===== config.mk =====
export PLATFORM = sky130hd
export DESIGN_NAME = visible_escape_line_wrapper
export DESIGN_NICKNAME = d
export VERILOG_FILES = /design/src/vel_pkg.sv /design/src/vel_queue.sv /design/src/vel_front.sv /design/src/vel_emit.sv /design/src/visible_escape_line_wrapper.sv
export SDC_FILE = /design/constraint.sdc
export NUM_CORES = 1
export LEC_CHECK = 0
export ABC_AREA = 1
export BUFFER_PORTS_ARGS = -buffer_cell sky130_fd_sc_hd__buf_2
export CAP_MARGIN = 25
export CORE_MARGIN = 2
export CORE_UTILIZATION = 61
export DETAILED_ROUTE_END_ITERATION = 7
export HOLD_SLACK_MARGIN = 0.05
export PLACE_DENSITY = 0.79
export SYNTH_ARGS = -nofsm -noshare
export SYNTH_HDL_FRONTEND = slang
export SYNTH_SLANG_ARGS = --single-unit

===== constraint.sdc =====
create_clock -name clk -period 3.85 [get_ports clk]
set_input_delay 0 -clock clk [delete_from_list [all_inputs] [get_ports clk]]
set_output_delay 0 -clock clk [all_outputs]
set_load 0.02 [all_outputs]

===== src/vel_pkg.sv =====
// Package of the visible escape line block: character codes, word types and
// the byte expansion function. No dependencies.
`timescale 1ns / 1ps
`default_nettype none

package vel_pkg;

  localparam logic [7:0] DEFAULT_WRAP = 8'd72;
  localparam int DEFAULT_QUEUE_DEPTH = 2;

  localparam logic REQ_BYTE = 1'b0;
  localparam logic REQ_EOL  = 1'b1;

  localparam logic [7:0] CH_BSLASH = 8'h5C;
  localparam logic [7:0] CH_BEL    = 8'h07;
  localparam logic [7:0] CH_BS     = 8'h08;
  localparam logic [7:0] CH_FF     = 8'h0C;
  localparam logic [7:0] CH_LF     = 8'h0A;
  localparam logic [7:0] CH_CR     = 8'h0D;
  localparam logic [7:0] CH_TAB    = 8'h09;
  localparam logic [7:0] CH_VT     = 8'h0B;
  localparam logic [7:0] CH_A      = 8'h61;
  localparam logic [7:0] CH_B      = 8'h62;
  localparam logic [7:0] CH_F      = 8'h66;
  localparam logic [7:0] CH_N      = 8'h6E;
  localparam logic [7:0] CH_R      = 8'h72;
  localparam logic [7:0] CH_T      = 8'h74;
  localparam logic [7:0] CH_V      = 8'h76;
  localparam logic [7:0] CH_SPACE  = 8'h20;
  localparam logic [7:0] CH_TILDE  = 8'h7E;
  localparam logic [7:0] CH_ZERO   = 8'h30;
  localparam logic [7:0] CH_DOLLAR = 8'h24;

  localparam logic [2:0] LEN_PLAIN  = 3'd1;
  localparam logic [2:0] LEN_LETTER = 3'd2;
  localparam logic [2:0] LEN_OCTAL  = 3'd4;
  localparam logic [2:0] LEN_WRAP   = 3'd2;

  typedef struct packed {
    logic [2:0]      len;
    logic [3:0][7:0] bytes;
  } exp_t;

  typedef struct packed {
    logic [2:0]      count;
    logic [5:0][7:0] bytes;
  } cmd_t;

  typedef struct packed {
    logic valid;
    cmd_t cmd;
  } cmd_msg_t;

  function automatic exp_t expand_byte(input logic [7:0] c);
    exp_t e;
    logic [7:0] letter;
    e.bytes = '0;
    e.len = LEN_PLAIN;
    unique case (c)
      CH_BSLASH: letter = CH_BSLASH;
      CH_BEL:    letter = CH_A;
      CH_BS:     letter = CH_B;
      CH_FF:     letter = CH_F;
      CH_LF:     letter = CH_N;
      CH_CR:     letter = CH_R;
      CH_TAB:    letter = CH_T;
      CH_VT:     letter = CH_V;
      default:   letter = '0;
    endcase
    if (letter != '0) begin
      e.bytes[0] = CH_BSLASH;
      e.bytes[1] = letter;
      e.len = LEN_LETTER;
    end else if (c < CH_SPACE || c > CH_TILDE) begin
      e.bytes[0] = CH_BSLASH;
      e.bytes[1] = CH_ZERO + {6'b0, c[7:6]};
      e.bytes[2] = CH_ZERO + {5'b0, c[5:3]};
      e.bytes[3] = CH_ZERO + {5'b0, c[2:0]};
      e.len = LEN_OCTAL;
    end else begin
      e.bytes[0] = c;
    end
    return e;
  endfunction

endpackage

`default_nettype wire


===== src/vel_queue.sv =====
// Short queue of expansion words between the front and the emit stage.
// Depends on vel_pkg for the word type.
`timescale 1ns / 1ps
`default_nettype none

module vel_queue #(
  parameter int DEPTH = vel_pkg::DEFAULT_QUEUE_DEPTH
) (
  input  wire               clk,
  input  wire               rst,
  input  vel_pkg::cmd_msg_t wr,
  output logic              full,
  input  wire               rd_pop,
  output vel_pkg::cmd_msg_t rd
);

  localparam int PTR_W = (DEPTH > 1) ? $clog2(DEPTH) : 1;
  localparam int CNT_W = $clog2(DEPTH + 1);

  vel_pkg::cmd_t entries [DEPTH];
  logic [PTR_W-1:0] wr_ptr;
  logic [PTR_W-1:0] rd_ptr;
  logic [CNT_W-1:0] count;
  logic do_wr;
  logic do_rd;

  assign full  = (count == CNT_W'(DEPTH));
  assign do_wr = wr.valid && !full;
  assign do_rd = rd_pop && (count != '0);

  assign rd.valid = (count != '0);
  assign rd.cmd   = entries[rd_ptr];

  always_ff @(posedge clk) begin
    if (rst) begin
      wr_ptr <= '0;
      rd_ptr <= '0;
      count  <= '0;
    end else begin
      if (do_wr) begin
        wr_ptr <= (wr_ptr == PTR_W'(DEPTH - 1)) ? '0 : wr_ptr + PTR_W'(1);
      end
      if (do_rd) begin
        rd_ptr <= (rd_ptr == PTR_W'(DEPTH - 1)) ? '0 : rd_ptr + PTR_W'(1);
      end
      if (do_wr && !do_rd) begin
        count <= count + CNT_W'(1);
      end else if (do_rd && !do_wr) begin
        count <= count - CNT_W'(1);
      end
    end
  end

  always_ff @(posedge clk) begin
    if (do_wr) begin
      entries[wr_ptr] <= wr.cmd;
    end
  end

endmodule

`default_nettype wire


===== src/vel_front.sv =====
// Front stage: classifies each input word, keeps the column count and the
// wrap width, and builds the full output word sequence. Depends on vel_pkg.
`timescale 1ns / 1ps
`default_nettype none

module vel_front (
  input  wire               clk,
  input  wire               rst,
  input  wire               cfg_we,
  input  wire [7:0]         cfg_wdata,
  input  wire               push,
  input  wire               q_full,
  input  wire               req_type,
  input  wire [7:0]         line_byte,
  output vel_pkg::cmd_msg_t wr
);

  logic [7:0] wrap_width;
  logic [7:0] column;
  logic [7:0] column_next;
  logic [8:0] col_sum;
  logic       wrap;
  logic       accept;
  vel_pkg::exp_t exp_w;

  assign accept  = push && !q_full;
  assign exp_w   = vel_pkg::expand_byte(line_byte);
  assign col_sum = {1'b0, column} + {6'b0, exp_w.len};
  assign wrap    = (col_sum >= {1'b0, wrap_width});

  always_comb begin
    wr.valid = accept;
    wr.cmd.bytes = '0;
    if (req_type == vel_pkg::REQ_EOL) begin
      wr.cmd.bytes[0] = vel_pkg::CH_DOLLAR;
      wr.cmd.bytes[1] = vel_pkg::CH_LF;
      wr.cmd.count = 3'd2;
      column_next = '0;
    end else if (wrap) begin
      wr.cmd.bytes[0] = vel_pkg::CH_BSLASH;
      wr.cmd.bytes[1] = vel_pkg::CH_LF;
      wr.cmd.bytes[5:2] = exp_w.bytes;
      wr.cmd.count = exp_w.len + vel_pkg::LEN_WRAP;
      column_next = {5'b0, exp_w.len};
    end else begin
      wr.cmd.bytes[3:0] = exp_w.bytes;
      wr.cmd.count = exp_w.len;
      column_next = col_sum[7:0];
    end
  end

  always_ff @(posedge clk) begin
    if (rst) begin
      wrap_width <= vel_pkg::DEFAULT_WRAP;
      column     <= '0;
    end else begin
      if (cfg_we) begin
        wrap_width <= cfg_wdata;
      end
      if (accept) begin
        column <= column_next;
      end
    end
  end

endmodule

`default_nettype wire


===== src/vel_emit.sv =====
// Back stage: holds the current expansion word sequence and hands out one
// output word per cycle while pop is high. Depends on vel_pkg.
`timescale 1ns / 1ps
`default_nettype none

module vel_emit (
  input  wire               clk,
  input  wire               rst,
  input  vel_pkg::cmd_msg_t rd,
  output logic              rd_pop,
  input  wire               pop,
  output logic              empty,
  output logic [7:0]        out_byte,
  output logic              last_of_run
);

  vel_pkg::cmd_t cur;
  logic          cur_valid;
  logic [2:0]    idx;
  logic          take;

  assign empty       = !cur_valid;
  assign out_byte    = cur.bytes[idx];
  assign last_of_run = (idx == cur.count - 3'd1);
  assign take        = pop && cur_valid;
  assign rd_pop      = rd.valid && (!cur_valid || (take && last_of_run));

  always_ff @(posedge clk) begin
    if (rst) begin
      cur_valid <= 1'b0;
      idx       <= '0;
    end else if (rd_pop) begin
      cur_valid <= 1'b1;
      idx       <= '0;
    end else if (take) begin
      if (last_of_run) begin
        cur_valid <= 1'b0;
        idx       <= '0;
      end else begin
        idx <= idx + 3'd1;
      end
    end
  end

  always_ff @(posedge clk) begin
    if (rd_pop) begin
      cur <= rd.cmd;
    end
  end

endmodule

`default_nettype wire


===== src/visible_escape_line_wrapper.sv =====
// Top level of the visible escape line block: front stage, word queue and
// emit stage. Depends on vel_pkg, vel_front, vel_queue and vel_emit.
//
//   channel  handshake        payload
//   input    push / full      req_type, line_byte
//   output   pop / empty      out_byte, last_of_run
//   config   cfg_we           cfg_wdata (wrap width)
//
// An input word is classified and queued in its accept cycle; its first
// output word passes through the queue entry and the emit stage's current
// word register, further output words follow one per cycle while pop is
// high, and an input word expands into 1 to 6 words, handed out singly.
// Reset clears the queue, the column count and sets the wrap width to 72.
// Full rises only when the queue of QUEUE_DEPTH words is occupied.
`timescale 1ns / 1ps
`default_nettype none

module visible_escape_line_wrapper #(
  parameter int QUEUE_DEPTH = vel_pkg::DEFAULT_QUEUE_DEPTH
) (
  input  wire        clk,
  input  wire        rst,
  input  wire        cfg_we,
  input  wire [7:0]  cfg_wdata,
  input  wire        push,
  output logic       full,
  input  wire        req_type,
  input  wire [7:0]  line_byte,
  input  wire        pop,
  output logic       empty,
  output logic [7:0] out_byte,
  output logic       last_of_run
);

  vel_pkg::cmd_msg_t q_wr;
  vel_pkg::cmd_msg_t q_rd;
  logic              q_full;
  logic              q_pop;

  assign full = q_full;

  vel_front u_front (
    .clk       (clk),
    .rst       (rst),
    .cfg_we    (cfg_we),
    .cfg_wdata (cfg_wdata),
    .push      (push),
    .q_full    (q_full),
    .req_type  (req_type),
    .line_byte (line_byte),
    .wr        (q_wr)
  );

  vel_queue #(
    .DEPTH (QUEUE_DEPTH)
  ) u_queue (
    .clk    (clk),
    .rst    (rst),
    .wr     (q_wr),
    .full   (q_full),
    .rd_pop (q_pop),
    .rd     (q_rd)
  );

  vel_emit u_emit (
    .clk         (clk),
    .rst         (rst),
    .rd          (q_rd),
    .rd_pop      (q_pop),
    .pop         (pop),
    .empty       (empty),
    .out_byte    (out_byte),
    .last_of_run (last_of_run)
  );

endmodule

`default_nettype wire


Word level (Yosys, flattened, before mapping)
Memories as Yosys holds them, arrays and structs flattened. A register that Yosys moved wholly into a read port is not among the register bits.
Index checks and enable logic that the tools add are counted.
Storage, ports and cells
  flip-flop bits (word level): 24
  RAM bits: 102
  bits of input ports: 22
  output and inout bits: 11
  word-level logic and storage cells: 80
  memories kept: 1
Memories
  u_queue.entries: depth 2, bits a word 51, rd ports 1, clocked after Yosys merged registers in 1, wr ports 1, RTL line vel_queue.sv:20  | vel_pkg::cmd_t entries [DEPTH];
Cells by class
  add/sub/neg operators: 11
  order comparisons: 4
  eq/ne operators: 10
  multiplexer cells: 26
  reduce and logical (&&, ||, !) cells: 21
Operator list (number)
  $mux W16: 4
  $mux W32: 2
  $pmux W7 S8: 1
  $eq A8 B4 Y1 const B: 6
  $mux W8: 4
  $mux W27: 1
  $bmux W8 S3: 1
  $add A6 B3 Y7 const A: 2
  $mux W3: 4
  $add A8 B3 Y9: 1
  $ge A9 B8 Y1: 1
  $eq A8 B3 Y1 const B: 1
  $eq A8 B7 Y1 const B: 1
  $gt A8 B7 Y1 const B: 1
  $logic_and A1 B1 Y1: 8
  $lt A8 B6 Y1 const B: 1
  $reduce_bool A2 Y1: 4
  $reduce_bool A8 Y1: 1
  $add A6 B2 Y7 const A: 1
  $mux W1: 7
  $logic_not A1 Y1: 4
  $lt A3 B4 Y1 const B: 1
  $mux W2: 2
  $add A3 B1 Y3 const B: 1
  10 further kinds: 12

Depth between registers and ports, before layout
  word-level depth: 9
  gate-level depth with buffers: 25
  mapped depth without buffers: 25

Modules after synthesis
A second synthesis with hierarchy kept.
Unflattened totals
  cell total of the unflattened synthesis: 651
  area, all modules: 8129.0 um^2
Modules (own cells, without submodules)
  vel_queue: times used 1, cells an instance 196, area an instance 4180.3 um^2, seq. area each 3163.0 um^2
  vel_emit: times used 1, cells an instance 184, area an instance 2240.9 um^2, seq. area each 1611.5 um^2
  vel_front: times used 1, cells an instance 271, area an instance 1707.9 um^2, seq. area each 320.3 um^2

Worst setup path before layout
OpenSTA, ideal clock, no wires.
  path type: input to register
  start point: input port line_byte[7]
  end point: memory u_queue.entries[0][25] in the netlist's numbering (data pin)
  setup time: 0.271 ns
  data arrival time: 2.986 ns
  data required time: 3.579 ns
  setup slack: 0.593 ns
  stages on the path: 22
  path buffers: 1
  cell sequence: inv_1 > nand2_1 > nor2_2 > inv_2 > nor3_1 > nor2_1 > nand3_1 > inv_1 > ha_1 > fa_1 > nand3_1 > nand2_2 > nand3_1 > xor2_1 > ha_1 > a21oi_1 > o211ai_2 > nor2_8 > nand3_4 > nand2_1 > buf_4 > o22ai_1
RTL lines
  start: declaration: RTL line visible_escape_line_wrapper.sv:28  | input wire [7:0] line_byte,
  end: declaration: RTL line vel_queue.sv:20

==> impl_summary.md <==
Status
The flow ran to the end, but the final reports show violations. The checks that failed: setup timing.

STA
The final clock period utilization by the worst path is 1.04. Static timing analysis puts the maximum clock frequency at 0.250 GHz. In this run the tightest slew margin relative to its limit is 0.426. The count of final setup violators is slightly below 70.

The total count of hold-check failures in the final report is 0. The worst path setup slack after routing is -0.152 ns. After layout, the minimum clock period comes to about 4.0 ns. The worst-case clock skew is 0.0133 ns. The final-report max-slew violation count was 0. For the pin with the worst max-slew slack, the measured transition is around 0.86 ns.

Global route
Entering global routing, the biggest net connects 43 pins. The number of antenna violations at the first check in global routing was 0. The global route total overflow is 0. The wire length of the first global-routing pass is 24,000 um. The overall track demand over capacity in global routing is 0.282. The number of global-route vias before repair is 4,778.

Layout
The number of fillers in the final layout is between 500 and 600. The area growth from synthesis to layout is 24.2%. The final layout contains 759 nets. In the final layout, the multi-input gates occupy approximately 0.0022 mm2. Across the whole layout, storage elements account for 0.00408 mm2. In the final layout, the share of cells above drive strength 1 is 0.193. The number of antenna cells inserted is 0.

Clock network
The clock tree root driver cell is sky130_fd_sc_hd__clkbuf_8. The insertion delay to the later sink of the worst-skew pair is ~0.53 ns. TritonCTS built the clock tree. In this run, CTS created clock tree buffers numbering 17. The maximum buffer depth of the clock tree is 2. The number of levels in the clock H-tree is 4. The clock input transition at the sequential cells of the worst setup and hold paths is 0.06 ns. The total number of clock tree sinks is 144.

Logic synthesis
The synthesized area per cell is between 10 and 15 um2. The number of distinct library cell variants in the gate-level netlist after synthesis is 40. The total standard cell area after synthesis is about 0.0064 mm2. In the post-synthesis netlist, the biggest area contributors are sky130_fd_sc_hd__edfxtp_1 (56%), sky130_fd_sc_hd__nand2_1 (11%), sky130_fd_sc_hd__dfxtp_1 (7.5%).

Of the synthesized area, sequential elements account for 0.635. The cell type with the largest total area after synthesis is sky130_fd_sc_hd__edfxtp_1. The synthesized instance count is between 600 and 700. The post-synthesis sequential element count is 144. Of the post-synthesis cell area, the dominant cell type holds 0.561. The synthesis warning total is 0.

Worst setup path
The worst setup path is captured at a flip-flop. The arrival time of data at the critical path endpoint is 4.34 ns. The critical register-to-register path startpoint is u_front.column[2]. The critical path contains buffers and inverters numbering 6 combined. Of all nets on the critical path, the largest fanout is 8.

The worst setup path is launched from an input pin. The worst endpoint required time is around 4.2 ns. Tracing the worst setup path back leads to its startpoint at line_byte[5].

The signal on the critical path passes through dlygate4sd3_1 > buf_2 > inv_2 > nand2_1 > nor2_4 > nand4_1 > nand2_2 > nor2_1 > nand3_1 > inv_2 > ha_4 > a21oi_1 > nand2_1 > nand4_1 > nor2_1 > xor2_1 > ha_1 > inv_1 > a21oi_1 > nand4_2 > nand3_4 > nand2_2 > buf_6 > nor3_1. On the worst path, the slowest cell contributes a delay of 0.53 ns. The critical path is of the in -> reg type. The family with the most delay on the worst path is simple AND/OR/NAND/NOR gates. The slowest stage of the critical path is the sky130_fd_sc_hd__dlygate4sd3_1 cell.

Place
The placement-stage worst setup slack is ~0.057 ns. Routability-driven placement finished with a final weighted congestion of between 0.9 and 1. After legalization and detailed placement, the total HPWL measured about 9100 um. In this run the tool buffered the top-level ports with 32 buffer cells.

Floorplan
The area of the placeable core is roughly 0.010 mm2. 33 I/O pins were placed. The initialized floorplan defines 37 standard-cell rows. The width of the die is 107 um. From bottom edge to top edge, the die measures approximately 110 um. For this configuration, the core starts out at a cell density of 0.625. The full die area is approximately 0.011 mm2.

Pwr
In this run the static leakage power is 3.32 nW. The internal power of the cells totals around 3.6 mW. The overall power is ~5.3 mW. Dividing total power by cell area gives a power density of roughly 660 mW/mm2. VDD sags by at most between 0.0003 and 0.0004 V. The part of the total power dissipated in combinational logic is 0.244. The reported net switching power is 1.69 mW. Of the total power, the share spent switching nets is 0.319. The proportion of power drawn by flip-flops and latches is 0.443. The relative contribution of the clock network to total power is 0.312.

Flow run
The tool flagged a number of max-cap violations equal to 0.

Routing
Summed over all layers, the routed wires come to ~17,000 um. The remaining antenna violation count after routing is 0. Dividing the detail-routed wire length by the instance count gives about 19 um. The starting DRC count in detailed routing is 632. In the routed design, unresolved DRC markers number 0.

The total number of vias is ~5,200. The first-pass iteration count of the detailed router is 6. The via-per-instance ratio is 5.99.

Hold path
The tightest min-delay check is of the in -> reg type. The start point of the worst min-delay path is cfg_we.
## worst paths after layout
kind	endpoint	slack (ns)	depth (start not counted)
worst max-delay path	u_queue.entries[0][42]	-0.15	24
worst min-delay path	u_front.wrap_width[6]	0.33	3
worst max register to register	u_queue.entries[0][42]	0.67	14
worst min register to register	u_front.column[0]	0.48	2
## registers in the layout (all words and copies together), names as in the netlist
name,flops
u_queue.count,2
u_queue.wr_ptr,1
u_emit.cur_valid,1
u_front.wrap_width,8
u_queue.rd_ptr,1
u_front.column,8
u_emit.cur,40
u_queue.entries,80
u_emit.idx,3
## Yosys cell counts (all sizes together)
cell    instances
clkbuf         17
o22ai           8
a221o           2
fa              1
nand2         183
a21oi          37
o21ai          42
nand3b          1
buf             5
a21boi          1
o311ai          1
nor3b           1
nand4          13
nor2           68
xnor2           3
xor2            5
ha             14
dfxtp          24
conb            1
a21o            1
edfxtp        120
a31o            1
nor4            2
nand3          18
nor3            5
inv            62
and2            1
o211ai          1
## power groups by stage
stage | Sequential, mW | Clock [mW] | Combinational (mW)
floorplan | 2.33 | 0 | 0.833
global placement | 2.36 | 0 | 1.13
detailed placement | 2.37 | 0 | 1.20
CTS | 2.34 | 1.65 | 1.25
global route | 2.39 | 1.72 | 1.43
finish | 2.35 | 1.65 | 1.30
## routing by layer
| metal | global-route usage | share of wire | vias to the layer above | wire (um) |
|---|---|---|---|---|
| li1 | - | - | 2325 | - |
| met5 | 0 | 0 | - | 0 |
| met4 | 0.143 | 0.049 | 0 | 813 |
| met1 | 0.354 | 0.35 | 2424 | 5830 |
| met3 | 0.0571 | 0.10 | 86 | 1730 |
| met2 | 0.468 | 0.49 | 379 | 8180 |
## cells by family after synthesis
kind of cell / synth area share
and+or+nand+nor: 0.192
DFF: 0.635
AOI/OAI and AO/OA: 0.0794
buffers and inverters: 0.0512
adders and majority gates: 0.0304
xor gates and xnor gates: 0.0109
other: 0.000583
## metrics by stage
step	hold WS, ns	util	setup TNS, ns	cell area, um2	std cells
floorplan	0.0997	-	0	6440	641
global placement	0.208	0.658	0	6760	797
detailed placement	0.227	0.663	0	6820	799
CTS	0.250	0.756	0	7770	866
global route	0.321	0.777	-20.11	7990	871
finish	0.329	0.777	-4.83	7990	871
## tightest hold or removal path, cell delays in order
cell and delay [ns]:
sky130_fd_sc_hd__buf_2 0.14, sky130_fd_sc_hd__o21ai_0 0.10, sky130_fd_sc_hd__dlygate4sd3_1 0.56
## final cells by class
cell class                      instances  area share
Clock buffer                           17      0.0519
Sequential cell                       144       0.511
Tap cell                              136      0.0213
Inverter                               62      0.0291
Clock inverter                         15      0.0230
Multi-Input combinational cell        413       0.277
Timing Repair Buffer                   84      0.0859
## cell usage in the layout (no fill, tap or decap), types with 13 or more instances in the layout
| master | n |
|---|---|
| sky130_fd_sc_hd__buf_2 | 32 |
| sky130_fd_sc_hd__inv_1 | 51 |
| sky130_fd_sc_hd__a21oi_1 | 33 |
| sky130_fd_sc_hd__clkbuf_16 | 16 |
| sky130_fd_sc_hd__dfxtp_1 | 24 |
| sky130_fd_sc_hd__nand2_1 | 174 |
| sky130_fd_sc_hd__buf_4 | 13 |
| sky130_fd_sc_hd__nor2_1 | 51 |
| sky130_fd_sc_hd__o21ai_0 | 35 |
| sky130_fd_sc_hd__dlygate4sd3_1 | 35 |
| sky130_fd_sc_hd__nand3_1 | 15 |
| sky130_fd_sc_hd__edfxtp_1 | 120 |
## what timing repair did
action / CTS / global route
hold buffers: 35 / 0
hold endpoints to repair: 74 / 0
setup endpoints to repair: 0 / 82
setup buffers: 0 / 5
resized for setup: 0 / 42
No activity file was read; power rests on OpenSTA's default activity.
